<file path="config.mk">
export PLATFORM = sky130hd
export DESIGN_NAME = timer_table_scheduler_top_flat
export DESIGN_NICKNAME = d
export VERILOG_FILES = /design/src/rtl/tts_pkg.sv /design/src/rtl/tts_if.sv /design/src/rtl/timer_table_scheduler_top.sv /design/src/rtl/tts_cell.sv /design/src/rtl/tts_head.sv /design/src/flat_wrapper.sv
export SDC_FILE = /design/constraint.sdc
export NUM_CORES = 2
export LEC_CHECK = 0
export CORE_ASPECT_RATIO = 1.75
export CORE_MARGIN = 2
export CORE_UTILIZATION = 63
export CTS_BUF_LIST = sky130_fd_sc_hd__clkbuf_16
export CTS_CLUSTER_SIZE = 14
export DETAILED_ROUTE_END_ITERATION = 7
export DONT_BUFFER_PORTS = 1
export GPL_ROUTABILITY_DRIVEN = 1
export PLACE_DENSITY = 0.88
export SYNTH_ARGS = -nofsm -noshare
export SYNTH_HDL_FRONTEND = slang
export SYNTH_SLANG_ARGS = --single-unit
</file>
<file path="constraint.sdc">
create_clock -name i_clk -period 10.6 [get_ports i_clk]
set_input_delay 0.53 -clock i_clk [delete_from_list [all_inputs] [get_ports i_clk]]
set_output_delay 0.53 -clock i_clk [all_outputs]
set_load 0.02 [all_outputs]
</file>
<file path="src/rtl/tts_pkg.sv">
`default_nettype none

package tts_pkg;

    // table geometry
    localparam int TIMERS    = 16;
    localparam int TIME_BITS = 48;
    localparam int PERIOD_W  = 32;
    localparam int SLOT_W    = (TIMERS > 1) ? $clog2(TIMERS) : 1;
    localparam int SUM_W     = ((TIME_BITS > PERIOD_W) ? TIME_BITS : PERIOD_W) + 1;

    // command codes
    localparam logic [1:0] CMD_ADD    = 2'd0;
    localparam logic [1:0] CMD_REMOVE = 2'd1;
    localparam logic [1:0] CMD_DIST   = 2'd2;

    // one timer slot record
    typedef struct packed {
        logic                 armed;
        logic                 repeating;
        logic [PERIOD_W-1:0]  period;
        logic [TIME_BITS-1:0] deadline;
    } t_slot;

    // per-cell control
    typedef struct packed {
        logic shift;
        logic wr;
        logic clr;
    } t_cell_ctl;

    typedef enum logic [1:0] {
        S_IDLE,
        S_SCAN,
        S_DONE
    } t_state;

endpackage

`default_nettype wire

</file>
<file path="src/rtl/tts_if.sv">
`default_nettype none

// command word channel
interface tts_cmd_if;
    logic        valid;
    logic        ready;
    logic [1:0]  command;
    logic [3:0]  slot;
    logic [47:0] first_deadline;
    logic [31:0] period;
    logic        repeat_req;
    logic [47:0] current_time;

    modport source (output valid, command, slot, first_deadline, period, repeat_req,
                    current_time, input ready);
    modport sink   (input valid, command, slot, first_deadline, period, repeat_req,
                    current_time, output ready);
endinterface

// result word channel
interface tts_res_if;
    logic       valid;
    logic       ready;
    logic       fired;
    logic [3:0] fired_slot;
    logic       last;

    modport source (output valid, fired, fired_slot, last, input ready);
    modport sink   (input valid, fired, fired_slot, last, output ready);
endinterface

`default_nettype wire

</file>
<file path="src/rtl/timer_table_scheduler_top.sv">
`default_nettype none

// Timer table scheduler. The slots live in a ring of TIMERS cells; an add or
// remove word writes its slot directly, and a distribute word rotates the ring
// once past a single compare and re-arm unit at cell 0, one slot per cycle
// unless a due slot waits for an earlier fire to leave. A distribute scans in
// the scan state and posts its final result from the done state, which waits
// while the result port holds off; add, remove and unused commands go straight
// to the done state to post their acknowledgement. Fire results come in slot
// order; one finished result may wait in the output register while the next
// word is taken. Reset clears the armed bits at once; no clearing pass.
module timer_table_scheduler_top (
    input  wire logic i_clk,
    input  wire logic i_rst_n,
    tts_cmd_if.sink   i_cmd,
    tts_res_if.source o_res
);
    import tts_pkg::*;

    localparam logic [SLOT_W-1:0] LAST_IDX = SLOT_W'(TIMERS - 1);

    t_state               r_state, n_state;
    logic [SLOT_W-1:0]    r_idx, n_idx;
    logic [TIME_BITS-1:0] r_now, n_now;
    logic                 r_hold_v, n_hold_v;
    logic [SLOT_W-1:0]    r_hold_slot, n_hold_slot;
    logic                 r_out_v, n_out_v;
    logic                 r_out_fired, n_out_fired;
    logic [3:0]           r_out_slot, n_out_slot;
    logic                 r_out_last, n_out_last;

    logic      w_accept;
    logic      w_out_free;
    logic      w_in_range;
    logic      w_shift, w_wr, w_clr;
    logic      w_head_due;
    t_slot     w_head_rec;
    t_slot     w_wr_data;
    t_slot     w_cell [TIMERS];

    assign i_cmd.ready = (r_state == S_IDLE);
    assign w_accept    = i_cmd.valid && i_cmd.ready;
    assign w_out_free  = !r_out_v || o_res.ready;
    assign w_in_range  = (32'(i_cmd.slot) < TIMERS);

    assign w_wr_data = '{armed: 1'b1, repeating: i_cmd.repeat_req,
                         period: i_cmd.period,
                         deadline: TIME_BITS'(i_cmd.first_deadline)};

    // ring of slot cells, rotating toward cell 0
    for (genvar k = 0; k < TIMERS; k++) begin : g_cell
        t_cell_ctl w_ctl;
        t_slot     w_next;

        assign w_ctl.shift = w_shift;
        assign w_ctl.wr    = w_wr && (32'(i_cmd.slot) == k);
        assign w_ctl.clr   = w_clr && (32'(i_cmd.slot) == k);

        if (k == TIMERS - 1) begin : g_tail
            assign w_next = w_head_rec;
        end else begin : g_mid
            assign w_next = w_cell[k + 1];
        end

        tts_cell u_cell (
            .i_clk     (i_clk),
            .i_rst_n   (i_rst_n),
            .i_ctl     (w_ctl),
            .i_next    (w_next),
            .i_wr_data (w_wr_data),
            .o_cell    (w_cell[k])
        );
    end

    // compare and re-arm at the head of the ring
    tts_head u_head (
        .i_rec (w_cell[0]),
        .i_now (r_now),
        .o_due (w_head_due),
        .o_rec (w_head_rec)
    );

    // state and payload registers
    always_ff @(posedge i_clk) begin
        if (!i_rst_n) begin
            r_state  <= S_IDLE;
            r_hold_v <= 1'b0;
            r_out_v  <= 1'b0;
        end else begin
            r_state  <= n_state;
            r_hold_v <= n_hold_v;
            r_out_v  <= n_out_v;
        end
    end

    always_ff @(posedge i_clk) begin
        r_idx       <= n_idx;
        r_now       <= n_now;
        r_hold_slot <= n_hold_slot;
        r_out_fired <= n_out_fired;
        r_out_slot  <= n_out_slot;
        r_out_last  <= n_out_last;
    end

    // sequence commands, scan the ring, post result words
    always_comb begin
        n_state     = r_state;
        n_idx       = r_idx;
        n_now       = r_now;
        n_hold_v    = r_hold_v;
        n_hold_slot = r_hold_slot;
        n_out_v     = r_out_v && !o_res.ready;
        n_out_fired = r_out_fired;
        n_out_slot  = r_out_slot;
        n_out_last  = r_out_last;
        w_shift     = 1'b0;
        w_wr        = 1'b0;
        w_clr       = 1'b0;

        case (r_state)
            S_IDLE: begin
                if (w_accept) begin
                    n_hold_v = 1'b0;
                    case (i_cmd.command)
                        CMD_ADD: begin
                            w_wr    = w_in_range;
                            n_state = S_DONE;
                        end
                        CMD_REMOVE: begin
                            w_clr   = w_in_range;
                            n_state = S_DONE;
                        end
                        CMD_DIST: begin
                            n_now   = TIME_BITS'(i_cmd.current_time);
                            n_idx   = '0;
                            n_state = S_SCAN;
                        end
                        default: begin
                            n_state = S_DONE;
                        end
                    endcase
                end
            end
            S_SCAN: begin
                // hold the ring while an earlier fire cannot leave
                if (!(w_head_due && r_hold_v && !w_out_free)) begin
                    w_shift = 1'b1;
                    n_idx   = r_idx + SLOT_W'(1);
                    if (w_head_due) begin
                        if (r_hold_v) begin
                            n_out_v     = 1'b1;
                            n_out_fired = 1'b1;
                            n_out_slot  = 4'(r_hold_slot);
                            n_out_last  = 1'b0;
                        end
                        n_hold_v    = 1'b1;
                        n_hold_slot = r_idx;
                    end
                    if (r_idx == LAST_IDX) begin
                        n_state = S_DONE;
                    end
                end
            end
            S_DONE: begin
                // post the final fire, or an acknowledgement
                if (w_out_free) begin
                    n_out_v     = 1'b1;
                    n_out_fired = r_hold_v;
                    n_out_slot  = r_hold_v ? 4'(r_hold_slot) : 4'd0;
                    n_out_last  = 1'b1;
                    n_hold_v    = 1'b0;
                    n_state     = S_IDLE;
                end
            end
            default: begin
                n_state = S_IDLE;
            end
        endcase
    end

    assign o_res.valid      = r_out_v;
    assign o_res.fired      = r_out_fired;
    assign o_res.fired_slot = r_out_slot;
    assign o_res.last       = r_out_last;

    // no pending fire survives into idle
    a_hold_idle: assert property (@(posedge i_clk) disable iff (!i_rst_n)
        r_state == S_IDLE |-> !r_hold_v)
        else $error("pending fire left in idle");

    // a distribute starts its scan at slot zero with nothing pending
    a_scan_start: assert property (@(posedge i_clk) disable iff (!i_rst_n)
        w_accept && i_cmd.command == CMD_DIST |=> r_state == S_SCAN && r_idx == '0
        && !r_hold_v)
        else $error("scan did not start clean");

    // a non-final fire word never waits after the sequence has closed
    a_mid_fire: assert property (@(posedge i_clk) disable iff (!i_rst_n)
        o_res.valid && o_res.fired && !o_res.last |-> r_state != S_IDLE)
        else $error("non-final fire word outside a distribute");

    // the ring moves only while scanning
    a_shift_scan: assert property (@(posedge i_clk) disable iff (!i_rst_n)
        w_shift |-> r_state == S_SCAN && !w_wr && !w_clr)
        else $error("ring shifted outside a scan");

endmodule

`default_nettype wire

</file>
<file path="src/rtl/tts_cell.sv">
`default_nettype none

module tts_cell (
    input  wire logic              i_clk,
    input  wire logic              i_rst_n,
    input  wire tts_pkg::t_cell_ctl i_ctl,
    input  wire tts_pkg::t_slot     i_next,
    input  wire tts_pkg::t_slot     i_wr_data,
    output tts_pkg::t_slot         o_cell
);
    import tts_pkg::*;

    logic                 r_armed;
    logic                 r_repeating;
    logic [PERIOD_W-1:0]  r_period;
    logic [TIME_BITS-1:0] r_deadline;

    // armed bit: take neighbor on shift, set on add, drop on remove
    always_ff @(posedge i_clk) begin
        if (!i_rst_n) begin
            r_armed <= 1'b0;
        end else if (i_ctl.shift) begin
            r_armed <= i_next.armed;
        end else if (i_ctl.wr) begin
            r_armed <= 1'b1;
        end else if (i_ctl.clr) begin
            r_armed <= 1'b0;
        end
    end

    // slot body: no reset, written with the armed bit
    always_ff @(posedge i_clk) begin
        if (i_ctl.shift) begin
            r_repeating <= i_next.repeating;
            r_period    <= i_next.period;
            r_deadline  <= i_next.deadline;
        end else if (i_ctl.wr) begin
            r_repeating <= i_wr_data.repeating;
            r_period    <= i_wr_data.period;
            r_deadline  <= i_wr_data.deadline;
        end
    end

    assign o_cell = '{armed: r_armed, repeating: r_repeating,
                      period: r_period, deadline: r_deadline};

endmodule

`default_nettype wire

</file>
<file path="src/rtl/tts_head.sv">
`default_nettype none

module tts_head (
    input  wire tts_pkg::t_slot               i_rec,
    input  wire logic [tts_pkg::TIME_BITS-1:0] i_now,
    output logic                               o_due,
    output tts_pkg::t_slot                    o_rec
);
    import tts_pkg::*;

    logic [SUM_W-1:0]     w_sum;
    logic [TIME_BITS-1:0] w_rearm;

    // compare deadline against current time
    assign o_due = i_rec.armed && (i_rec.deadline <= i_now);

    // re-arm time, saturate at the largest time value
    assign w_sum   = SUM_W'(i_now) + SUM_W'(i_rec.period);
    assign w_rearm = (w_sum[SUM_W-1:TIME_BITS] != '0) ? '1 : w_sum[TIME_BITS-1:0];

    // update a due slot: reload a repeating one, disarm a one-shot
    always_comb begin
        o_rec = i_rec;
        if (o_due) begin
            if (i_rec.repeating) begin
                o_rec.deadline = w_rearm;
            end else begin
                o_rec.armed = 1'b0;
            end
        end
    end

endmodule

`default_nettype wire

</file>
<file path="src/flat_wrapper.sv">
// flat-port wrapper written by rule: the top's interface ports become plain ports
module timer_table_scheduler_top_flat import tts_pkg::*;
  (i_clk, i_rst_n, i_cmd_valid, i_cmd_command, i_cmd_slot, i_cmd_first_deadline, i_cmd_period, i_cmd_repeat_req, i_cmd_current_time, i_cmd_ready, o_res_valid, o_res_fired, o_res_fired_slot, o_res_last, o_res_ready);
  tts_cmd_if i_cmd_i ();
  tts_res_if o_res_i ();
  input  wire logic i_clk;
  input  wire logic i_rst_n;
  input wire logic [$bits(i_cmd_i.valid)-1:0] i_cmd_valid;
  input wire logic [$bits(i_cmd_i.command)-1:0] i_cmd_command;
  input wire logic [$bits(i_cmd_i.slot)-1:0] i_cmd_slot;
  input wire logic [$bits(i_cmd_i.first_deadline)-1:0] i_cmd_first_deadline;
  input wire logic [$bits(i_cmd_i.period)-1:0] i_cmd_period;
  input wire logic [$bits(i_cmd_i.repeat_req)-1:0] i_cmd_repeat_req;
  input wire logic [$bits(i_cmd_i.current_time)-1:0] i_cmd_current_time;
  output wire logic [$bits(i_cmd_i.ready)-1:0] i_cmd_ready;
  output wire logic [$bits(o_res_i.valid)-1:0] o_res_valid;
  output wire logic [$bits(o_res_i.fired)-1:0] o_res_fired;
  output wire logic [$bits(o_res_i.fired_slot)-1:0] o_res_fired_slot;
  output wire logic [$bits(o_res_i.last)-1:0] o_res_last;
  input wire logic [$bits(o_res_i.ready)-1:0] o_res_ready;
  assign i_cmd_i.valid = i_cmd_valid;
  assign i_cmd_i.command = i_cmd_command;
  assign i_cmd_i.slot = i_cmd_slot;
  assign i_cmd_i.first_deadline = i_cmd_first_deadline;
  assign i_cmd_i.period = i_cmd_period;
  assign i_cmd_i.repeat_req = i_cmd_repeat_req;
  assign i_cmd_i.current_time = i_cmd_current_time;
  assign i_cmd_ready = i_cmd_i.ready;
  assign o_res_valid = o_res_i.valid;
  assign o_res_fired = o_res_i.fired;
  assign o_res_fired_slot = o_res_i.fired_slot;
  assign o_res_last = o_res_i.last;
  assign o_res_i.ready = o_res_ready;
  timer_table_scheduler_top u_core (.i_clk(i_clk), .i_rst_n(i_rst_n), .i_cmd(i_cmd_i), .o_res(o_res_i));
endmodule
</file>
==> results.cfg <==
[finish]
final-instance-count-excl-fill = 5130
final_nets = 4068
final_cell_mix = 1,358 x edfxtp_1, 1,159 x a21o_1, 307 x nand2_1
areaGrowthSynthToFinish_pct = 7.26
mostFrequentLayoutCell = edfxtp_1
drive_above_1_share = 0.0557
fin_area_um2 = 62400
fill_cells = 5677

[yosys]
syn-num-nets = 4203
synth_compound_area_frac = 0.186
syn-cell-area_um2 = 58100
synth_top_family_by_area = compound AO/OA/AOI/OAI gates
synthMuxAreaShare = 0.000517
synth_xor_area_frac = 0.00392
synth-simple-area-share = 0.0468
yosysWarnings = 0
synth_fa_ha_area_frac = 0.0184
synth_edf_count = 1358
synth.yosys.seq_area_share = 0.708
yosys_most_used_dff = edfxtp_1
synth-seq-cells = 1378
ys_types = 64
async_reset_ff_frac = 0
netlist_instances = 3979
avgSynthCellArea_um2 = 14.6

[floorplan]
die_w_um = 234
core_area_um2 = 91600
die_area_um2 = 94800
io_pins = 147
start_util = 0.635
die-height_um = 406
placementRows = 147

[timing]
post-route-min-period_ps = 5740
max_freq_mhz = 174
setup_viol = 0
maxSlewHeadroom = 0.0751
worst_slack_ps = 4860
hold_violations = 0
rsz0062_at_grt = no
maxSlewViolCount = 0
tightest_slew_ps = 1390
fin_tns_setup_ps = 0
skew_ps = 37.3
finalCritPeriodShare = 0.541

[power]
power_mw = 11.5
powerDensity_nw_per_um2 = 184
vdd_drop_max_uv = 169
leakagePower_nw = 25.9

[drt]
drc = 1
drtIter0Drc = 4851
drt-total-wl_um = 141000
wire_per_inst_um = 27.5
via_per_inst = 6.74
vias = 34600
postRouteAntennaNets = 0
dr.pass1.iters = 8

[run_status]
violations = DRC
status = finished with violations

[clock_tree]
cts_tree = done
clkSlewWorstSetupHoldPaths_ps = 70
insertion_delay_ps = 760
cts_buffer_depth = 3
cts_sinks = 1378
postCtsSetupRepairBufs = 0
root_buffer = clkbuf_16
cts_inserted_buffers = 117
htreeDepth = 3
cts_resized = 0

[placed_design]
port_buffers = 0
place_congestion = 0.881
pre_cts_slack_ps = 5220
dp_cells = 4864
postPlaceCellArea_um2 = 58300
dp_hpwl_um = 80200

[grt]
grt_first_pass_wirelength_um = 210000
grt_antenna_before_repair = 37
grt_pass1_vias = 34400
grt_usage = 0.299
overflow = 0
grt_max_degree = 302

[setup_path]
critPathCaptureType = flip-flop
cp-start-kind = flip-flop
required_ps = 11160
worstPathArrival_ps = 6300
worstPathMaxFanout = 125
path_class = reg2reg

[hold_path]
hold_class = in2reg

[job]
max-cap-violations = 0
## metrics by stage
stage	hold WS, ps	util
6_report	38.0	0.681
5_1_grt	28.3	0.680
4_1_cts	2.61	0.680
3_5_place_dp	463	0.637
3_3_place_gp	445	0.637
2_1_floorplan	441	-
## power by group
group / total, mW / internal [mW] / switching, mW
clock: 4.03 / 2.08 / 1.96
combinational: 1.00 / 0.344 / 0.659
sequential: 6.42 / 6.33 / 0.0911
total: 11.5 / 8.75 / 2.71
## cells by family (layout without fill, tap and decap cells)
family / count (synthesis) / in the layout
compound gates: 1491 / 1491
flops: 1378 / 1378
simple gates: 580 / 580
buf+inv: 416 / 352
fa+ha+maj: 85 / 85
xor+xnor: 26 / 26
mux: 3 / 3
other cells: 0 / 23
## Yosys cell counts (all sizes together) (9+ instances only)
cell type  number  share of area
o21ai          91         0.0078
dfxtp          20         0.0069
and2           81         0.0087
o21bai         44         0.0057
nand2         311          0.020
a31oi          17         0.0018
nor4           20         0.0022
nand3          21         0.0020
buf           258          0.025
xnor2          16         0.0024
edfxtp       1358           0.70
a211oi         13         0.0017
nor2           40         0.0026
xor2           10         0.0015
a21boi         16         0.0023
inv            65         0.0042
nand4          23         0.0025
a21o         1159           0.15
o21a           10         0.0013
clkbuf         93         0.0060
nor3           47         0.0042
ha             84          0.018
a21oi          78         0.0068
o211ai         12         0.0015
nor2b           9        0.00097
## worst paths after layout
| check | slack (ps) | start | cells past startpoint | to |
|---|---|---|---|---|
| max | 4860 | u_core.g_cell[0].u_cell.r_deadline[7] | 10 | u_core.g_cell[15].u_cell.r_deadline[43] |
| min | 40 | i_cmd_command[0] | 3 | u_core.g_cell[4].u_cell.r_armed |
| max reg2reg | 4860 | u_core.g_cell[0].u_cell.r_deadline[7] | 10 | u_core.g_cell[15].u_cell.r_deadline[43] |
| min reg2reg | 450 | u_core.g_cell[3].u_cell.r_armed | 2 | u_core.g_cell[2].u_cell.r_armed |
## sequential cells by signal, summed over array words and instances (netlist names)
register	cells
u_core.r_hold_v	1
u_core.r_state	2
u_core.o_res.fired_slot	4
u_core.r_hold_slot	4
u_core.o_res.valid	1
u_core.g_cell.u_cell.r_armed	16
u_core.r_now	48
u_core.g_cell.u_cell.r_deadline	768
u_core.o_res.fired	1
u_core.r_idx	4
u_core.g_cell.u_cell.r_period	512
u_core.g_cell.u_cell.r_repeating	16
u_core.o_res.last	1
## metal layers
metal | vias up | routed length, um | GRT usage
met1 | 17200 | 50500 | 0.378
met3 | 444 | 14300 | 0.0643
li1 | 14700 | - | -
met2 | 2231 | 69600 | 0.491
met5 | - | 153 | 0
met4 | 24 | 6780 | 0.143
## area by class of cell
| class | instances | area, um^2 | area share |
|---|---|---|---|
| clock buffer | 118 | 2950 | 0.0474 |
| clock inverter | 72 | 470 | 0.00754 |
| antenna | 23 | 57.6 | 0.000923 |
| multi-input combinational | 2185 | 15100 | 0.242 |
| sequential | 1378 | 41200 | 0.660 |
| timing repair buffer | 97 | 886 | 0.0142 |
| tap | 1192 | 1490 | 0.0239 |
| inverter | 65 | 244 | 0.00391 |
## worst max-delay path, stage by stage (launching register included)
cell,delay (ps)
edfxtp_1,450
ha_1,340
nand2_1,90
or4_1,540
o221ai_1,570
a211o_1,290
o211a_4,660
buf_4,880
buf_4,1010
o21ai_0,300
o21bai_1,260
## repair_timing
| item | in CTS | in global routing |
|---|---|---|
| endpoints found under the hold margin | 68 | 0 |
| hold buffers | 53 | 0 |
| endpoints found under the setup margin | 0 | 0 |
No activity file was read; power rests on OpenSTA's default activity.
